<file path="src/hdl/i2c_eeprom_byte_access_master_core_assert.svh">
// ----------------------------------------------------------------------------
// Assertion macros
// Shared assertion forms for the EEPROM master core; clocked on clk_i and
// disabled while rst_ni is low.
// ----------------------------------------------------------------------------
`ifndef I2C_EEPROM_BYTE_ACCESS_MASTER_CORE_ASSERT_SVH
`define I2C_EEPROM_BYTE_ACCESS_MASTER_CORE_ASSERT_SVH

// property must hold at every edge out of reset
`define I2CEBM_ASSERT(lbl, prop, msg) \
  lbl: assert property (@(posedge clk_i) disable iff (!rst_ni) prop) else $error(msg);

// condition must never be seen out of reset
`define I2CEBM_NEVER(lbl, cond, msg) \
  lbl: assert property (@(posedge clk_i) disable iff (!rst_ni) !(cond)) else $error(msg);

`endif

</file>
<file path="src/hdl/i2cebm_pkg.sv">
// ----------------------------------------------------------------------------
// i2cebm_pkg
// Types and constants of the I2C EEPROM byte access master.
// ----------------------------------------------------------------------------
package i2cebm_pkg;

  // input word
  typedef struct packed {
    logic [1:0]  kind;
    logic [15:0] mem_address;
    logic [7:0]  write_data;
    logic        sda_in;
  } in_item_t;

  // result word
  typedef struct packed {
    logic       scl_level;
    logic       sda_release;
    logic       busy_res;
    logic       done_res;
    logic [7:0] read_data;
    logic       retry;
  } out_item_t;

  // input kind codes
  localparam logic [1:0] KIND_TICK  = 2'd0;
  localparam logic [1:0] KIND_WRITE = 2'd1;
  localparam logic [1:0] KIND_READ  = 2'd2;

  // classified word kind
  typedef enum logic [1:0] {
    CMD_TICK,
    CMD_WRITE,
    CMD_READ
  } cmd_e;

  // queue entry
  typedef struct packed {
    cmd_e        cmd;
    logic [15:0] mem_address;
    logic [7:0]  write_data;
    logic        sda_in;
  } q_item_t;

  // configuration register indexes
  typedef enum logic [1:0] {
    REG_DEV_ADDR    = 2'd0,
    REG_HALF_PERIOD = 2'd1,
    REG_ACK_TIMEOUT = 2'd2,
    REG_WRITE_CYCLE = 2'd3
  } cfg_idx_e;

  localparam int CFG_DATA_W = 20;

  typedef struct packed {
    logic [6:0]  dev_addr;
    logic [15:0] half_period;
    logic [19:0] ack_timeout;
    logic [19:0] write_cycle;
  } cfg_t;

  localparam logic [6:0]  DEV_ADDR_RST    = 7'd80;
  localparam logic [15:0] HALF_PERIOD_RST = 16'd5;
  localparam logic [19:0] ACK_TIMEOUT_RST = 20'd72000;
  localparam logic [19:0] WRITE_CYCLE_RST = 20'd1000;

  // bus sequencer phases
  typedef enum logic [4:0] {
    PH_IDLE, PH_ST_A, PH_ST_B, PH_TX_A, PH_TX_B, PH_TX_C,
    PH_AK_A, PH_AK_B, PH_AK_W, PH_RX_A, PH_RX_B, PH_RX_C,
    PH_NK_A, PH_NK_B, PH_SP_A, PH_SP_B, PH_WC
  } phase_e;

  // byte of the transfer being sent
  localparam logic [1:0] STEP_DEV  = 2'd0;
  localparam logic [1:0] STEP_AHI  = 2'd1;
  localparam logic [1:0] STEP_ALO  = 2'd2;
  localparam logic [1:0] STEP_LAST = 2'd3;

endpackage

</file>
<file path="src/hdl/i2c_eeprom_byte_access_master_core.sv">
// ----------------------------------------------------------------------------
// i2c_eeprom_byte_access_master_core - I2C byte write / random read master
// Throughput one word per cycle unless the result side stalls: the sequencer
// makes one bus step per word, and its result goes to an output register.
// Reset: queue empty, sequencer idle, registers at their default values.
// ----------------------------------------------------------------------------
module i2c_eeprom_byte_access_master_core import i2cebm_pkg::*; #(
  parameter int QUEUE_DEPTH = 4
) (
  input  logic                  clk_i,
  input  logic                  rst_ni,
  // input words: one time tick or command each
  input  logic                  in_valid_i,
  output logic                  in_ready_o,
  input  in_item_t              in_data_i,
  // result words: bus levels and status of each tick
  output logic                  out_valid_o,
  input  logic                  out_ready_i,
  output out_item_t             out_data_o,
  // register writes
  input  logic                  cfg_valid_i,
  output logic                  cfg_ready_o,
  input  logic [1:0]            cfg_index_i,
  input  logic [CFG_DATA_W-1:0] cfg_data_i
);

  // Structure:
  //   front  - decodes the kind field into tick / write / read entries
  //   queue  - short FIFO so input and sequencer stall independently
  //   back   - SCL/SDA sequencer, one bus step per word, with an output
  //            register; a result taken in the same cycle does not block
  //            the next word

  cfg_t    cfg_q;
  logic    push, full, q_valid, q_ready;
  q_item_t push_item, q_item;

  // Register writes are always taken; user must issue them only while idle.
  assign cfg_ready_o = 1'b1;

  always_ff @(posedge clk_i or negedge rst_ni) begin
    if (!rst_ni) begin
      cfg_q.dev_addr    <= DEV_ADDR_RST;
      cfg_q.half_period <= HALF_PERIOD_RST;
      cfg_q.ack_timeout <= ACK_TIMEOUT_RST;
      cfg_q.write_cycle <= WRITE_CYCLE_RST;
    end else if (cfg_valid_i) begin
      case (cfg_idx_e'(cfg_index_i))
        REG_DEV_ADDR:    cfg_q.dev_addr    <= cfg_data_i[6:0];
        REG_HALF_PERIOD: cfg_q.half_period <= cfg_data_i[15:0];
        REG_ACK_TIMEOUT: cfg_q.ack_timeout <= cfg_data_i[19:0];
        REG_WRITE_CYCLE: cfg_q.write_cycle <= cfg_data_i[19:0];
        default: begin
          cfg_q <= cfg_q;
        end
      endcase
    end
  end

  i2cebm_front u_front (
    .in_valid_i  (in_valid_i),
    .in_ready_o  (in_ready_o),
    .in_data_i   (in_data_i),
    .push_o      (push),
    .push_item_o (push_item),
    .full_i      (full)
  );

  i2cebm_queue #(
    .DEPTH (QUEUE_DEPTH)
  ) u_queue (
    .clk_i       (clk_i),
    .rst_ni      (rst_ni),
    .push_i      (push),
    .push_item_i (push_item),
    .full_o      (full),
    .valid_o     (q_valid),
    .item_o      (q_item),
    .pop_i       (q_ready)
  );

  // Sequencer: commands seen while a transfer runs act as plain ticks.
  i2cebm_back u_back (
    .clk_i       (clk_i),
    .rst_ni      (rst_ni),
    .cfg_i       (cfg_q),
    .q_valid_i   (q_valid),
    .q_ready_o   (q_ready),
    .q_item_i    (q_item),
    .out_valid_o (out_valid_o),
    .out_ready_i (out_ready_i),
    .out_data_o  (out_data_o)
  );

endmodule

</file>
<file path="src/hdl/i2cebm_front.sv">
// ----------------------------------------------------------------------------
// i2cebm_front
// Input side: takes words and classifies them into tick or command entries.
// ----------------------------------------------------------------------------
module i2cebm_front import i2cebm_pkg::*; (
  input  logic     in_valid_i,
  output logic     in_ready_o,
  input  in_item_t in_data_i,
  output logic     push_o,
  output q_item_t  push_item_o,
  input  logic     full_i
);

  cmd_e cmd;

  // kind three counts as a plain tick
  always_comb begin
    case (in_data_i.kind)
      KIND_WRITE: cmd = CMD_WRITE;
      KIND_READ:  cmd = CMD_READ;
      default:    cmd = CMD_TICK;
    endcase
  end

  assign in_ready_o              = !full_i;
  assign push_o                  = in_valid_i && !full_i;
  assign push_item_o.cmd         = cmd;
  assign push_item_o.mem_address = in_data_i.mem_address;
  assign push_item_o.write_data  = in_data_i.write_data;
  assign push_item_o.sda_in      = in_data_i.sda_in;

endmodule

</file>
<file path="src/hdl/i2cebm_queue.sv">
// ----------------------------------------------------------------------------
// i2cebm_queue
// Short FIFO of classified words between front and sequencer.
// ----------------------------------------------------------------------------
`include "i2c_eeprom_byte_access_master_core_assert.svh"

module i2cebm_queue import i2cebm_pkg::*; #(
  parameter int DEPTH = 4
) (
  input  logic    clk_i,
  input  logic    rst_ni,
  input  logic    push_i,
  input  q_item_t push_item_i,
  output logic    full_o,
  output logic    valid_o,
  output q_item_t item_o,
  input  logic    pop_i
);

  localparam int PTR_W = $clog2(DEPTH);
  localparam int CNT_W = $clog2(DEPTH + 1);
  localparam logic [PTR_W-1:0] PTR_LAST = PTR_W'(DEPTH - 1);
  localparam logic [CNT_W-1:0] CNT_FULL = CNT_W'(DEPTH);

  q_item_t          mem_q [DEPTH];
  logic [PTR_W-1:0] wr_ptr_q, rd_ptr_q;
  logic [CNT_W-1:0] cnt_q, cnt_d;
  logic             pop;

  assign full_o  = (cnt_q == CNT_FULL);
  assign valid_o = (cnt_q != '0);
  assign item_o  = mem_q[rd_ptr_q];
  assign pop     = pop_i && valid_o;

  always_comb begin
    cnt_d = cnt_q;
    if (push_i && !pop) begin
      cnt_d = cnt_q + CNT_W'(1);
    end else if (pop && !push_i) begin
      cnt_d = cnt_q - CNT_W'(1);
    end
  end

  always_ff @(posedge clk_i or negedge rst_ni) begin
    if (!rst_ni) begin
      wr_ptr_q <= '0;
      rd_ptr_q <= '0;
      cnt_q    <= '0;
    end else begin
      cnt_q <= cnt_d;
      if (push_i) begin
        wr_ptr_q <= (wr_ptr_q == PTR_LAST) ? '0 : wr_ptr_q + PTR_W'(1);
      end
      if (pop) begin
        rd_ptr_q <= (rd_ptr_q == PTR_LAST) ? '0 : rd_ptr_q + PTR_W'(1);
      end
    end
  end

  always_ff @(posedge clk_i) begin
    if (push_i) begin
      mem_q[wr_ptr_q] <= push_item_i;
    end
  end

  `I2CEBM_NEVER(a_cnt_range, cnt_q > CNT_FULL, "queue count past depth")
  `I2CEBM_ASSERT(a_grow, push_i && !pop |=> cnt_q == $past(cnt_q) + CNT_W'(1), "count missed push")
  `I2CEBM_ASSERT(a_shrink, pop && !push_i |=> cnt_q == $past(cnt_q) - CNT_W'(1), "count missed pop")

endmodule

</file>
<file path="src/hdl/i2cebm_back.sv">
// ----------------------------------------------------------------------------
// i2cebm_back
// Bus sequencer: one step per queued word, result held in an output register.
// ----------------------------------------------------------------------------
`include "i2c_eeprom_byte_access_master_core_assert.svh"

module i2cebm_back import i2cebm_pkg::*; (
  input  logic      clk_i,
  input  logic      rst_ni,
  input  cfg_t      cfg_i,
  input  logic      q_valid_i,
  output logic      q_ready_o,
  input  q_item_t   q_item_i,
  output logic      out_valid_o,
  input  logic      out_ready_i,
  output out_item_t out_data_o
);

  phase_e      phase_q, phase_d, e_phase;
  logic [19:0] tick_q, tick_d, e_tick;
  logic [3:0]  bit_q, bit_d, e_bit;
  logic [7:0]  shift_q, shift_d;
  logic [15:0] addr_q, e_addr;
  logic [7:0]  data_q, e_data;
  logic        rd_q, e_rd;
  logic [19:0] ackw_q, ackw_d, e_ackw;
  logic [1:0]  step_q, step_d, e_step;

  logic        out_valid_q;
  out_item_t   out_q, res;
  logic        step, is_cmd, sda;
  logic [19:0] hp_len, wc_len, ack_lim, tick_inc, ack_inc;
  logic        hp_end, wc_end, ack_end;
  logic [3:0]  bit_inc;

  function automatic logic [7:0] tx_byte(input logic [1:0] stp, input logic [6:0] dev,
                                         input logic [15:0] addr, input logic [7:0] data,
                                         input logic rd);
    logic [7:0] b;
    case (stp)
      STEP_DEV: b = {dev, 1'b0};
      STEP_AHI: b = addr[15:8];
      STEP_ALO: b = addr[7:0];
      default:  b = rd ? {dev, 1'b1} : data;
    endcase
    return b;
  endfunction

  assign q_ready_o = !out_valid_q || out_ready_i;
  assign step      = q_valid_i && q_ready_o;
  assign sda       = q_item_i.sda_in;

  // a command taken while idle starts the transfer in the same step
  always_comb begin
    is_cmd = (phase_q == PH_IDLE) &&
             (q_item_i.cmd == CMD_WRITE || q_item_i.cmd == CMD_READ);
    if (is_cmd) begin
      e_phase = PH_ST_A;
      e_tick  = '0;
      e_bit   = '0;
      e_ackw  = '0;
      e_step  = STEP_DEV;
      e_addr  = q_item_i.mem_address;
      e_data  = q_item_i.write_data;
      e_rd    = (q_item_i.cmd == CMD_READ);
    end else begin
      e_phase = phase_q;
      e_tick  = tick_q;
      e_bit   = bit_q;
      e_ackw  = ackw_q;
      e_step  = step_q;
      e_addr  = addr_q;
      e_data  = data_q;
      e_rd    = rd_q;
    end
  end

  // zero lengths count as one tick
  assign hp_len   = (cfg_i.half_period == '0) ? 20'd1 : {4'd0, cfg_i.half_period};
  assign wc_len   = (cfg_i.write_cycle == '0) ? 20'd1 : cfg_i.write_cycle;
  assign ack_lim  = (cfg_i.ack_timeout == '0) ? 20'd1 : cfg_i.ack_timeout;
  assign tick_inc = e_tick + 20'd1;
  assign ack_inc  = e_ackw + 20'd1;
  assign hp_end   = (tick_inc >= hp_len);
  assign wc_end   = (tick_inc >= wc_len);
  assign ack_end  = (ack_inc >= ack_lim);
  assign bit_inc  = e_bit + 4'd1;

  // next state
  always_comb begin
    phase_d = e_phase;
    tick_d  = hp_end ? '0 : tick_inc;
    bit_d   = e_bit;
    shift_d = shift_q;
    ackw_d  = e_ackw;
    step_d  = e_step;
    case (e_phase)
      PH_IDLE: begin
        tick_d = e_tick;
      end
      PH_ST_A: begin
        if (hp_end) phase_d = PH_ST_B;
      end
      PH_ST_B: begin
        if (hp_end) begin
          shift_d = tx_byte(e_step, cfg_i.dev_addr, e_addr, e_data, e_rd);
          bit_d   = '0;
          phase_d = PH_TX_A;
        end
      end
      PH_TX_A: begin
        if (hp_end) phase_d = PH_TX_B;
      end
      PH_TX_B: begin
        if (hp_end) phase_d = PH_TX_C;
      end
      PH_TX_C: begin
        if (hp_end) begin
          shift_d = {shift_q[6:0], 1'b0};
          bit_d   = bit_inc;
          phase_d = (bit_inc >= 4'd8) ? PH_AK_A : PH_TX_A;
        end
      end
      PH_AK_A: begin
        if (hp_end) phase_d = PH_AK_B;
      end
      PH_AK_B: begin
        if (hp_end) begin
          phase_d = PH_AK_W;
          ackw_d  = '0;
        end
      end
      PH_AK_W: begin
        tick_d = e_tick;
        if (!sda) begin
          ackw_d = '0;
          tick_d = '0;
          if (e_step == STEP_DEV || e_step == STEP_AHI || (e_step == STEP_ALO && !e_rd)) begin
            step_d  = e_step + 2'd1;
            shift_d = tx_byte(e_step + 2'd1, cfg_i.dev_addr, e_addr, e_data, e_rd);
            bit_d   = '0;
            phase_d = PH_TX_A;
          end else if (e_step == STEP_ALO) begin
            step_d  = STEP_LAST;
            phase_d = PH_ST_A;
          end else if (e_rd) begin
            shift_d = '0;
            bit_d   = '0;
            phase_d = PH_RX_A;
          end else begin
            phase_d = PH_SP_A;
          end
        end else begin
          ackw_d = ack_inc;
          if (ack_end) begin
            ackw_d  = '0;
            tick_d  = '0;
            step_d  = STEP_DEV;
            phase_d = PH_ST_A;
          end
        end
      end
      PH_RX_A: begin
        if (hp_end) phase_d = PH_RX_B;
      end
      PH_RX_B: begin
        if (hp_end) begin
          shift_d = {shift_q[6:0], sda};
          phase_d = PH_RX_C;
        end
      end
      PH_RX_C: begin
        if (hp_end) begin
          bit_d   = bit_inc;
          phase_d = (bit_inc >= 4'd8) ? PH_NK_A : PH_RX_A;
        end
      end
      PH_NK_A: begin
        if (hp_end) phase_d = PH_NK_B;
      end
      PH_NK_B: begin
        if (hp_end) phase_d = PH_SP_A;
      end
      PH_SP_A: begin
        if (hp_end) phase_d = PH_SP_B;
      end
      PH_SP_B: begin
        if (hp_end) begin
          phase_d = (e_rd || cfg_i.write_cycle == '0) ? PH_IDLE : PH_WC;
        end
      end
      PH_WC: begin
        tick_d = wc_end ? '0 : tick_inc;
        if (wc_end) phase_d = PH_IDLE;
      end
      default: begin
        phase_d = PH_IDLE;
        tick_d  = '0;
      end
    endcase
  end

  // outputs of this step
  always_comb begin
    res.scl_level   = 1'b1;
    res.sda_release = 1'b1;
    res.busy_res    = (e_phase != PH_IDLE);
    res.done_res    = 1'b0;
    res.read_data   = '0;
    res.retry       = 1'b0;
    case (e_phase)
      PH_ST_B, PH_SP_A: begin
        res.sda_release = 1'b0;
      end
      PH_TX_A, PH_TX_C: begin
        res.scl_level   = 1'b0;
        res.sda_release = shift_q[7];
      end
      PH_TX_B: begin
        res.sda_release = shift_q[7];
      end
      PH_AK_A, PH_RX_A, PH_NK_A: begin
        res.scl_level = 1'b0;
      end
      PH_AK_W: begin
        res.retry = sda && ack_end;
      end
      PH_SP_B: begin
        res.done_res  = hp_end && (e_rd || cfg_i.write_cycle == '0);
        res.read_data = (hp_end && e_rd) ? shift_q : '0;
      end
      PH_WC: begin
        res.done_res = wc_end;
      end
      default: begin
        res.scl_level = 1'b1;
      end
    endcase
  end

  always_ff @(posedge clk_i or negedge rst_ni) begin
    if (!rst_ni) begin
      phase_q     <= PH_IDLE;
      tick_q      <= '0;
      bit_q       <= '0;
      shift_q     <= '0;
      addr_q      <= '0;
      data_q      <= '0;
      rd_q        <= 1'b0;
      ackw_q      <= '0;
      step_q      <= STEP_DEV;
      out_valid_q <= 1'b0;
    end else begin
      if (step) begin
        phase_q     <= phase_d;
        tick_q      <= tick_d;
        bit_q       <= bit_d;
        shift_q     <= shift_d;
        addr_q      <= e_addr;
        data_q      <= e_data;
        rd_q        <= e_rd;
        ackw_q      <= ackw_d;
        step_q      <= step_d;
        out_valid_q <= 1'b1;
      end else if (out_ready_i) begin
        out_valid_q <= 1'b0;
      end
    end
  end

  always_ff @(posedge clk_i) begin
    if (step) begin
      out_q <= res;
    end
  end

  assign out_valid_o = out_valid_q;
  assign out_data_o  = out_q;

  `I2CEBM_ASSERT(a_done_idle, step && res.done_res |=> phase_q == PH_IDLE, "done without idle")
  `I2CEBM_ASSERT(a_retry_start, step && res.retry |=> phase_q == PH_ST_A, "retry did not restart")
  `I2CEBM_NEVER(a_bit_range, bit_q > 4'd8, "bit count past eight")
  `I2CEBM_NEVER(a_done_retry, step && res.done_res && res.retry, "done and retry together")

endmodule

</file>
<file path="config.mk">
export PLATFORM = sky130hd
export DESIGN_NAME = i2c_eeprom_byte_access_master_core
export DESIGN_NICKNAME = d
export VERILOG_FILES = /design/src/hdl/i2cebm_pkg.sv /design/src/hdl/i2c_eeprom_byte_access_master_core.sv /design/src/hdl/i2cebm_front.sv /design/src/hdl/i2cebm_queue.sv /design/src/hdl/i2cebm_back.sv
export VERILOG_INCLUDE_DIRS = /design/src /design/src/hdl
export SDC_FILE = /design/constraint.sdc
export NUM_CORES = 1
export LEC_CHECK = 0
export ABC_AREA = 1
export ABC_CLOCK_PERIOD_IN_PS = 11100
export BUFFER_PORTS_ARGS = -buffer_cell sky130_fd_sc_hd__buf_2
export CORE_MARGIN = 5
export CORE_UTILIZATION = 48
export DETAILED_ROUTE_END_ITERATION = 10
export PLACE_DENSITY_LB_ADDON = 0.08
export SYNTH_ARGS = -nofsm -noshare
export SYNTH_HDL_FRONTEND = slang
export SYNTH_SLANG_ARGS = --single-unit
</file>
<file path="constraint.sdc">
create_clock -name clk_i -period 11.1 [get_ports clk_i]
set_clock_uncertainty 0.2 [all_clocks]
set_input_delay 1.11 -clock clk_i [delete_from_list [all_inputs] [get_ports clk_i]]
set_output_delay 1.11 -clock clk_i [all_outputs]
set_load 0.01 [all_outputs]
</file>
# --- Word-level counts from Yosys, hierarchy flattened ---
# Memories as Yosys holds them, arrays and structs flattened.
# Index checks and enable logic that the tools add are counted.
# W data, S select, Z words.
totals:
  register_bits: 168
  ram_bits: 108
  in_bits: 54
  wordCells: 194
  mem_count: 1
op_classes:
  n_addsub: 8
  n_lt_le_gt_ge: 4
  eq_ne: 36
  mux: 79
  reduce_logical: 43
memory_table:
  columns: ["memory", "words", "word_bits", "rd", "rd_clocked_by_memory_dff", "wr", "line_no", "rtl"]
  rows:
  - ["u_queue.mem_q", 4, 27, 1, 0, 1, "i2cebm_queue.sv:25", "q_item_t mem_q [DEPTH];"]
op_table:
  columns: ["op", "n"]
  rows:
  - ["$mux W20", 11]
  - ["$mux W5", 21]
  - ["$pmux W5 S17", 1]
  - ["$pmux W20 S4", 1]
  - ["$mux W8", 9]
  - ["$ge A20 B20 Y1", 3]
  - ["$pmux W8 S3", 2]
  - ["$add A20 B1 Y20 const B", 2]
  - ["$eq A5 B4 Y1 const B", 8]
  - ["$logic_not A20 Y1", 2]
  - ["$pmux W20 S2", 1]
  - ["$mux W16", 2]
  - ["$pmux W8 S4", 1]
  - ["$mux W4", 7]
  - ["$eq A5 B3 Y1 const B", 4]
  - ["$eq A2 B2 Y1 const B", 8]
  - ["$logic_not A16 Y1", 1]
  - ["$mux W2", 8]
  - ["$mux W3", 5]
  - ["$reduce_or A14 Y1", 1]
  - ["$pmux W4 S3", 1]
  - ["$eq A2 B1 Y1 const B", 5]
  - ["$eq A5 B2 Y1 const B", 2]
  - ["$logic_not A5 Y1", 2]
  - ["other kinds (28)", 62]

# --- Depth between registers and ports, before layout ---
# Gate-level depths: netlist of the first run.
# An unclocked memory read counts as a cell.
depth:
  depth_word: 11
  ltp_mapped: 37
  depth_no_buf: 33

# --- Hierarchy ---
# A second synthesis of the first run with hierarchy kept.
hier_totals:
  cells_unflattened: 2047
  hier_area_um2: 16483.3
by_module_without_submodules:
  columns: ["module", "instances", "cells_per_inst", "area_per_inst_um2", "seq_area_each_um2"]
  rows:
  - ["i2cebm_back", 1, 1361, 8897.3, 2517.4]
  - ["i2cebm_queue", 1, 369, 4755.8, 3418.3]
  - ["i2c_eeprom_byte_access_master_core", 1, 285, 2616.3, 1595.3]
  - ["i2cebm_front", 1, 32, 214.0, 0.0]

# --- Worst setup path before layout of the first run ---
# No wires, ideal clock.
synth_path:
  path_type: "reg2reg"
  from: "register u_queue.rd_ptr_q[0]"
  to: "register u_back.tick_q[17]"
  t_arrival_ps: 5305
  setup_slack_ps: 5478
  path_stages_with_launch: 34
  period_less_slack_ps: 5622
  path_cell_list: "dfrtp_1 -> clkbuf_1 -> clkbuf_1 -> clkbuf_1 -> nand2_1 -> a32o_1 -> ha_1 -> nor2_1 -> nand2_4 -> buf_6 -> buf_6 -> buf_2 -> nand2_1 -> inv_1 -> ha_1 -> nand2_1 -> nor2_1 -> nand4_1 -> nor3_1 -> nand3_1 -> xor2_1 -> ha_1 -> nand4_1 -> nor2_1 -> nand4_1 -> nand3_1 -> nor2_1 -> inv_1 -> nor2_1 -> nor2_1 -> clkbuf_1 -> o22ai_1 -> nand2_1 -> nand2_1"
synth_via:
  elab_chain_len: 10
  word_cells_on_any_way: 36
  classes_between: "2 x add/sub; 3 x order compare; 18 x eq/ne; 8 x mux; 4 x reduce/logical; 1 x memory"
synth_rtl:
  columns: ["element", "line_no", "rtl"]
  rows:
  - ["start: declaration", "i2cebm_queue.sv:26", "logic [PTR_W-1:0] wr_ptr_q, rd_ptr_q;"]
  - ["start signal: assignment", "i2cebm_queue.sv:55", "rd_ptr_q <= (rd_ptr_q == PTR_LAST) ? '0 : rd_ptr_q + PTR_W'(1);"]
  - ["$mem_v2 Z4 W27 (*)", null, null]
  - ["$eq A2 B1 Y1 / $eq A2 B2 Y1 (equally long branches)", "i2cebm_back.sv:56", "(q_item_i.cmd == CMD_WRITE || q_item_i.cmd == CMD_READ);"]
  - ["$logic_or A1 B1 Y1", "i2cebm_back.sv:56", null]
  - ["$logic_and A1 B1 Y1", "i2cebm_back.sv:55", "is_cmd = (phase_q == PH_IDLE) &&"]
  - ["$mux W20", "i2cebm_back.sv:57", "if (is_cmd) begin"]
  - ["$add A20 B1 Y20", "i2cebm_back.sv:83", "assign ack_inc = e_ackw + 20'd1;"]
  - ["$ge A20 B20 Y1", "i2cebm_back.sv:86", "assign ack_end = (ack_inc >= ack_lim);"]
  - ["$mux W20", "i2cebm_back.sv:155", "if (ack_end) begin"]
  - ["$mux W20", "i2cebm_back.sv:135", "if (!sda) begin"]
  - ["$pmux W20 S4 (*)", "i2cebm_back.sv:97", "case (e_phase)"]
  - ["end signal: assignment", "i2cebm_back.sv:256", "tick_q <= tick_d;"]
  - ["end: declaration", "i2cebm_back.sv:20", "logic [19:0] tick_q, tick_d, e_tick;"]
# Every way passes the cells marked *; elsewhere a longest branch is shown, timed or not.
# A chain may end at the register's enable or synchronous reset.

# --- Worst setup path after layout of the first run ---
layout_path:
  from: "register u_queue.rd_ptr_q[0]"
  to: "register u_back.tick_q[10]"
# The elaborated chain is that of the path after synthesis.

==> flow_summary.toml, run 1 <==
[clock_network]
cts_max_level = 1
root_buffer = "clkbuf_16"
post_cts_buffers = 0
clk_latency_ns = 0.58
ctsResizeCount = 0
cts_hold_buffers = 0
cts.sinks = 276
tritoncts = "done"
cts_made_buffers = 30
clk_pin_slew_worst_paths_ns = 0.06
clockBufferDepth = 3

[sta]
max_freq_ghz = 0.1548
finalCritPeriodShare_pct = 58.19
relSlewSlack_pct = 21.14
rsz0062_at_grt = "false"
worst_pin_slew_ns = 1.179
finalHoldViolCount = 0
maxSlewViolCount = 0
tns_ns = 0
period_needed_ns = 6.459
whs_ns = 0.2817
finalSetupViolations = 0

[floorplanning]
initial_core_util_pct = 48.78
num_rows = 65
ios = 70
core_area_sq_um = 31640
die_area_sq_um = 35830
die_y_um = 189.3
die_w_um = 189.3

[layout]
fillCellCount = 2952
multi_input_area_sq_um = 6636
diodes = 0
regArea_sq_um = 7531
nets = 2034
area_delta_synth_final_pct = 10.65
drive_gt1_share_pct = 9.762

[detailed_routing]
num_vias = 12620
first_pass_iters = 5
routedWlPerCell_um = 17.10
initialDrtViolationCount = 933
viasPerCell = 5.399
antenna_left = 0
drc = 0
routed_wl_mm = 39.99

[setup_path]
start_kind = "flip-flop"
cp.required_ns = 11.30
slowest_delay_ns = 0.91
worstReg2RegStart = "u_queue.rd_ptr_q[0]"
rrSetupSlack_ns = 4.64
critPathKind = "flip-flop to flip-flop"
reg2reg_to = "u_back.tick_q[10]"
cp_max_fo = 48
arrival_ns = 6.66
path_buf_inv = 4
rr_worst_depth = 28
cp_common_cell = "nor2_1"
crit_family = "simple AND/OR/NAND/NOR gates"
critical-path-slowest-cell = "nor2_1"
critPathCaptureType = "flip-flop"

[pwr]
power.internal_w = 0.002340
pwr-share-comb_pct = 42.5
ir_worst_vdd_mv = 0.1652
leakagePower_nw = 7.732
p_switching_w = 0.001802
swShare_pct = 43.50
p_per_area_nw_per_um2 = 242.6
pwr-share-clk_pct = 23.4
seq_power_share_pct = 34.0

[hold_path]
hp-class = "flip-flop to flip-flop"
hold-path-cell-count = 2
min_to = "u_back.addr_q[8]"
hp-start = "u_back.addr_q[8]"

[synthesis]
ys.flop_type = "dfrtp_1"
ys_warn_count = 0
synth-seq-cells = 276
synthTopCellsByArea = "edfxtp_1 (24%), dfrtp_1 (23%), nand2_1 (11%), o21ai_0 (7.5%), inv_1 (6.0%)"
synth_area_per_cell_sq_um = 8.265
synth_nets = 1989
ys_async_sr_fraction_pct = 56.16
syn_inst = 1867
yosysSeqAreaShare_pct = 48.80
netlist.area_leader.share_pct = 23.55
syn_area_sq_um = 15430
synth_edf_count = 121
yosys.area.top_type = "edfxtp_1"
ys_types = 54

[placed_design]
place_congestion = 0.9153
dp_hpwl_mm = 28.20
portBuffers = 68

[global_route]
antenna_found_initial = 0
grt_pass1_wl_mm = 65.17
grtUsageTotal_pct = 22.24
grt_max_degree = 89
grt_pass1_vias = 11970
overflow = 0

[run]
cap_violations = 0

[run_status]
status = "finished clean"
-- flip-flops by register name (all words and copies together) (netlist names) --
signal	count
u_back.phase_q	5
u_queue.rd_ptr_q	2
u_queue.wr_ptr_q	2
u_back.step_q	2
u_back.shift_q	8
cfg_q	63
u_back.rd_q	1
u_queue.cnt_q	3
u_back.ackw_q	20
u_back.tick_q	20
u_back.out_data_o	13
u_back.bit_q	4
u_queue.mem_q	108
u_back.addr_q	16
u_back.data_q	8
u_back.out_valid_o	1
-- power by group through the flow --
stage	clock, W	combinational (W)	sequential [W]
final	0.000970	0.00176	0.00141
after global routing	0.00104	0.00199	0.00143
after CTS	0.000996	0.00175	0.00141
after detailed placement	0	0.00175	0.00143
after global placement	0	0.00173	0.00142
after floorplan	0	0.00127	0.00140
-- worst reg2reg max path, delay by kind of cell, from the launching register on --
kind            cells  cell delay [ns]
xor+xnor            1             0.18
fa+ha+maj           3             0.81
compound gates      4             0.55
flops               1             0.63
simple gates       16             3.28
buf+inv             4             0.61
-- per-layer routing --
layer	up-vias	share of wire [%]	GRT usage, %
li1	6307	-	-
met1	5944	50	34.61
met2	323	43	33.71
met3	48	5.6	3.226
met4	0	1.7	3.673
met5	-	0	0
-- cell usage after synthesis, types with 24 or more instances --
cell type / instances
nor2_1: 163
nand2_1: 438
clkbuf_1: 54
nand3_1: 80
a21oi_1: 49
o21ai_1: 24
xor2_1: 28
inv_1: 248
o21ai_0: 230
nand4_1: 28
edfxtp_1: 121
ha_1: 67
dfrtp_1: 140
-- layout make-up --
class	count	share of cell area, %
Multi-Input combinational cell	1265	38.87
Tap cell	402	2.946
Sequential cell	276	44.11
Clock buffer	38	4.807
Inverter	256	5.628
Clock inverter	18	0.9527
Timing Repair Buffer	83	2.689
-- logic make-up after synthesis --
kind of cell | Yosys count | synth area share [%]
compound gates | 384 | 13.83
xor+xnor | 35 | 1.987
fa+ha+maj | 68 | 5.562
buf+inv | 326 | 8.351
flops | 276 | 48.80
mux | 3 | 0.1946
other cells | 1 | 0.02430
simple gates | 774 | 21.24
-- layout by cell type, fill, tap and decap left out, types with 3 or more instances in the layout --
cell	instances
o2111ai_1	12
nand2_2	6
ha_1	67
nor4_1	14
inv_2	6
buf_2	67
nor2_2	14
mux2i_1	3
dfstp_2	15
xnor2_1	7
o22ai_1	23
buf_4	15
edfxtp_1	121
clkbuf_1	4
o211ai_1	15
o21ai_0	230
clkinv_2	5
clkbuf_8	4
nor2_1	159
xor2_1	28
a31oi_1	5
clkbuf_16	30
clkinv_1	6
nor3_1	19
clkinvlp_4	3
or2_2	3
dfrtp_1	140
nand4_1	28
o221ai_1	6
a22oi_1	3
o21ai_1	24
a21oi_1	49
nand2_1	438
o21a_1	3
nand2_4	4
inv_1	248
nand3_1	80
-- worst max-delay path by stage --
stage | start | end | slack [ns] | cells past startpoint
after floorplan | u_queue.rd_ptr_q[0] | u_back.tick_q[17] | 5.48 | 33
after global routing | u_queue.rd_ptr_q[0] | u_back.tick_q[7] | 4.06 | 28
final | u_queue.rd_ptr_q[0] | u_back.tick_q[10] | 4.64 | 28
after CTS | u_queue.rd_ptr_q[0] | u_back.tick_q[7] | 4.70 | 28
after global placement | u_queue.rd_ptr_q[0] | u_back.tick_q[7] | 4.89 | 27
after detailed placement | u_queue.rd_ptr_q[0] | u_back.tick_q[7] | 4.77 | 28
-- stage by stage --
step	utilization, %	power [W]	instances	worst slack [ns]	cell area [sq um]
CTS	53.97	0.004158	2338	4.703	17070
finish	53.97	0.004142	2338	4.641	17070
global route	53.97	0.004463	2338	4.057	17070
global placement	50.86	0.003153	2282	4.886	16090
detailed placement	50.86	0.003171	2282	4.771	16090
floorplan	-	0.002670	1867	5.478	15430
Power figures use the tool's default switching activity.
==> run 2: changes to the inputs <==
--- a/config.mk
+++ b/config.mk
@@ -7,7 +7,7 @@
 export NUM_CORES = 1
 export LEC_CHECK = 0
 export ABC_AREA = 1
-export ABC_CLOCK_PERIOD_IN_PS = 11100
+export ABC_CLOCK_PERIOD_IN_PS = 5700
 export BUFFER_PORTS_ARGS = -buffer_cell sky130_fd_sc_hd__buf_2
 export CORE_MARGIN = 5
 export CORE_UTILIZATION = 48
==> constraint.sdc (replaced) <==
create_clock -name clk_i -period 5.7 [get_ports clk_i]
set_clock_uncertainty 0.2 [all_clocks]
set_input_delay 0.57 -clock clk_i [delete_from_list [all_inputs] [get_ports clk_i]]
set_output_delay 0.57 -clock clk_i [all_outputs]
set_load 0.01 [all_outputs]
==> run 2 against run 1 <==
  * Non-clock buffer count rose by 34
  * Sequential power rose by 94%
  * Clock-buffer cell count did not move
  * Total power rose by 100%
  * Cell count rose by 1.6%
  * Final area rose by 2.5%
  * Clock power rose by 120%
  * Global-route usage rose by 0.36 points
  * Sequential share of layout area fell by 1.1 points
  * Critical endpoint is now u_back.ackw_q[0]
  * Setup slack got worse by 4.2 ns
==> flow_summary.toml, run 2 (synthesized netlist as in run 1, its figures left out) <==
[global_route]
grt_pass1_vias = 12360
grtUsageTotal_pct = 22.60
grt_pass1_wl_mm = 66.25
grt_max_degree = 105
antenna_found_initial = 0
overflow = 0

[clock_network]
cts_made_buffers = 31
clockBufferDepth = 3
cts_max_level = 1
clk_pin_slew_worst_paths_ns = 0.06
cts.sinks = 276
post_cts_buffers = 0
clk_latency_ns = 0.58
tritoncts = "done"
root_buffer = "clkbuf_16"

[layout]
drive_gt1_share_pct = 10.49
regArea_sq_um = 7531
multi_input_area_sq_um = 6655
reg_top3 = "u_queue.mem_q x108, cfg_q x63"
largest_reg_flops = 108
area_delta_synth_final_pct = 13.39
final_area_sq_um = 17500
regMostFlops = "u_queue.mem_q"
diodes = 0
fillCellCount = 2902
nets = 2070
mostFrequentLayoutCell = "nand2_1"
fin_util_pct = 55.31
layout_common_cells = "nand2_1 (438), inv_1 (248), o21ai_0 (230)"

[detailed_routing]
first_pass_iters = 6
num_vias = 12830
viasPerCell = 5.401
initialDrtViolationCount = 1180
routedWlPerCell_um = 17.17
drc = 0
routed_wl_mm = 40.79
antenna_left = 0

[sta]
finalSetupViolations = 0
relSlewSlack_pct = 30.33
max_freq_ghz = 0.1888
maxSlewViolCount = 0
finalHoldViolCount = 0
finalCritPeriodShare_pct = 92.93
setup_slack_ns = 0.4032
tns_ns = 0
rsz0062_at_grt = "false"
period_needed_ns = 5.297
worst_pin_slew_ns = 1.045

[placed_design]
place_ws_ns = 0.4419
place_area_sq_um = 16190
dp_hpwl_mm = 28.28
portBuffers = 68
place_congestion = 0.9245

[setup_path]
cp_max_fo = 14
critPathKind = "flip-flop to flip-flop"
arrival_ns = 5.59
critPathCaptureType = "flip-flop"
start_kind = "flip-flop"
cp.required_ns = 5.99

[run_status]
status = "finished clean"

[floorplanning]
core_area_sq_um = 31640
die_y_um = 189.3
die_w_um = 189.3
ios = 70
num_rows = 65
die_area_sq_um = 35830
initial_core_util_pct = 48.78

[pwr]
p_switching_w = 0.003541
p_per_area_nw_per_um2 = 477.3
leakagePower_nw = 7.936
pwr-share-comb_pct = 42.2
power.internal_w = 0.004811
seq_power_share_pct = 32.8
swShare_pct = 42.39
ir_worst_vdd_mv = 0.2992
pwr-share-clk_pct = 25.1

[hold_path]
hp-class = "input port to flip-flop"

[run]
cap_violations = 0
[run 2: repair_timing]
item	in CTS	in global routing
hold endpoints to repair	150	0
gates resized for setup	0	3
hold buffers	21	0
setup endpoints to repair	0	45
[run 2: stage by stage]
stage	hold slack, ns	total power [W]	instances
after detailed placement	0.2666	0.006252	2295
after floorplan	0.07441	0.005199	1867
after CTS	0.0001962	0.008388	2374
after global placement	0.2628	0.006218	2295
final	0.02086	0.008352	2375
after global routing	0.01504	0.008976	2375
[run 2: power by group through the flow]
stage	registers [W]	logic, W	clock network [W]
6_report	0.00274	0.00352	0.00209
2_1_floorplan	0.00273	0.00247	0
5_1_grt	0.00278	0.00397	0.00223
3_3_place_gp	0.00276	0.00346	0
4_1_cts	0.00273	0.00351	0.00214
3_5_place_dp	0.00277	0.00348	0
[run 2: critical path: stages, from the launching register on]
cell and delay, ns:
dfrtp_1 0.43, inv_2 0.11, nand2_1 0.06, a32o_1 0.22, ha_1 0.31, nor2_1 0.14, nand2_1 0.10, nor2_4 0.29
nor2_1 0.10, ha_1 0.25, nand3_2 0.10, nor2_2 0.06, nand3_1 0.14, xor2_1 0.38, ha_1 0.31, nand2_1 0.08
inv_1 0.05, nand3_1 0.08, inv_1 0.04, a21oi_1 0.13, nand2_1 0.08, a21oi_1 0.25, nand3_4 0.21, nor2_8 0.34
inv_2 0.15, o21ai_0 0.35, nand2_1 0.09, a31oi_1 0.16
[run 2: path summary, 6_finish.rpt]
check | from | endpoint | slack (ns) | cells past startpoint
max in group asynchronous | rst_ni | cfg_q[34] | 3.50 | 3
setup reg to reg | u_queue.rd_ptr_q[0] | u_back.ackw_q[0] | 0.40 | 27
hold / removal | in_data_i[9] | u_queue.mem_q[0][9] | 0.02 | 1
hold reg to reg | u_back.data_q[7] | u_back.data_q[7] | 0.28 | 2
setup / recovery | u_queue.rd_ptr_q[0] | u_back.ackw_q[0] | 0.40 | 27
min in group asynchronous | rst_ni | u_back.phase_q[4] | 0.52 | 2
[run 2: per-layer routing]
metal / part of all wire (%) / global-route usage [%] / up-vias
met5: 0 / 0 / -
met4: 2.0 / 4.201 / 0
met3: 5.6 / 3.282 / 61
met2: 43 / 35.00 / 330
met1: 49 / 34.31 / 6048
li1: - / - / 6388
[run 2: final cells by class]
type	count	share of cell area, %
clock buffer	38	4.755
clock inverter	20	1.402
inverter	256	5.492
multi-input combinational	1266	38.03
sequential	276	43.04
tap	402	2.875
timing repair buffer	117	4.405
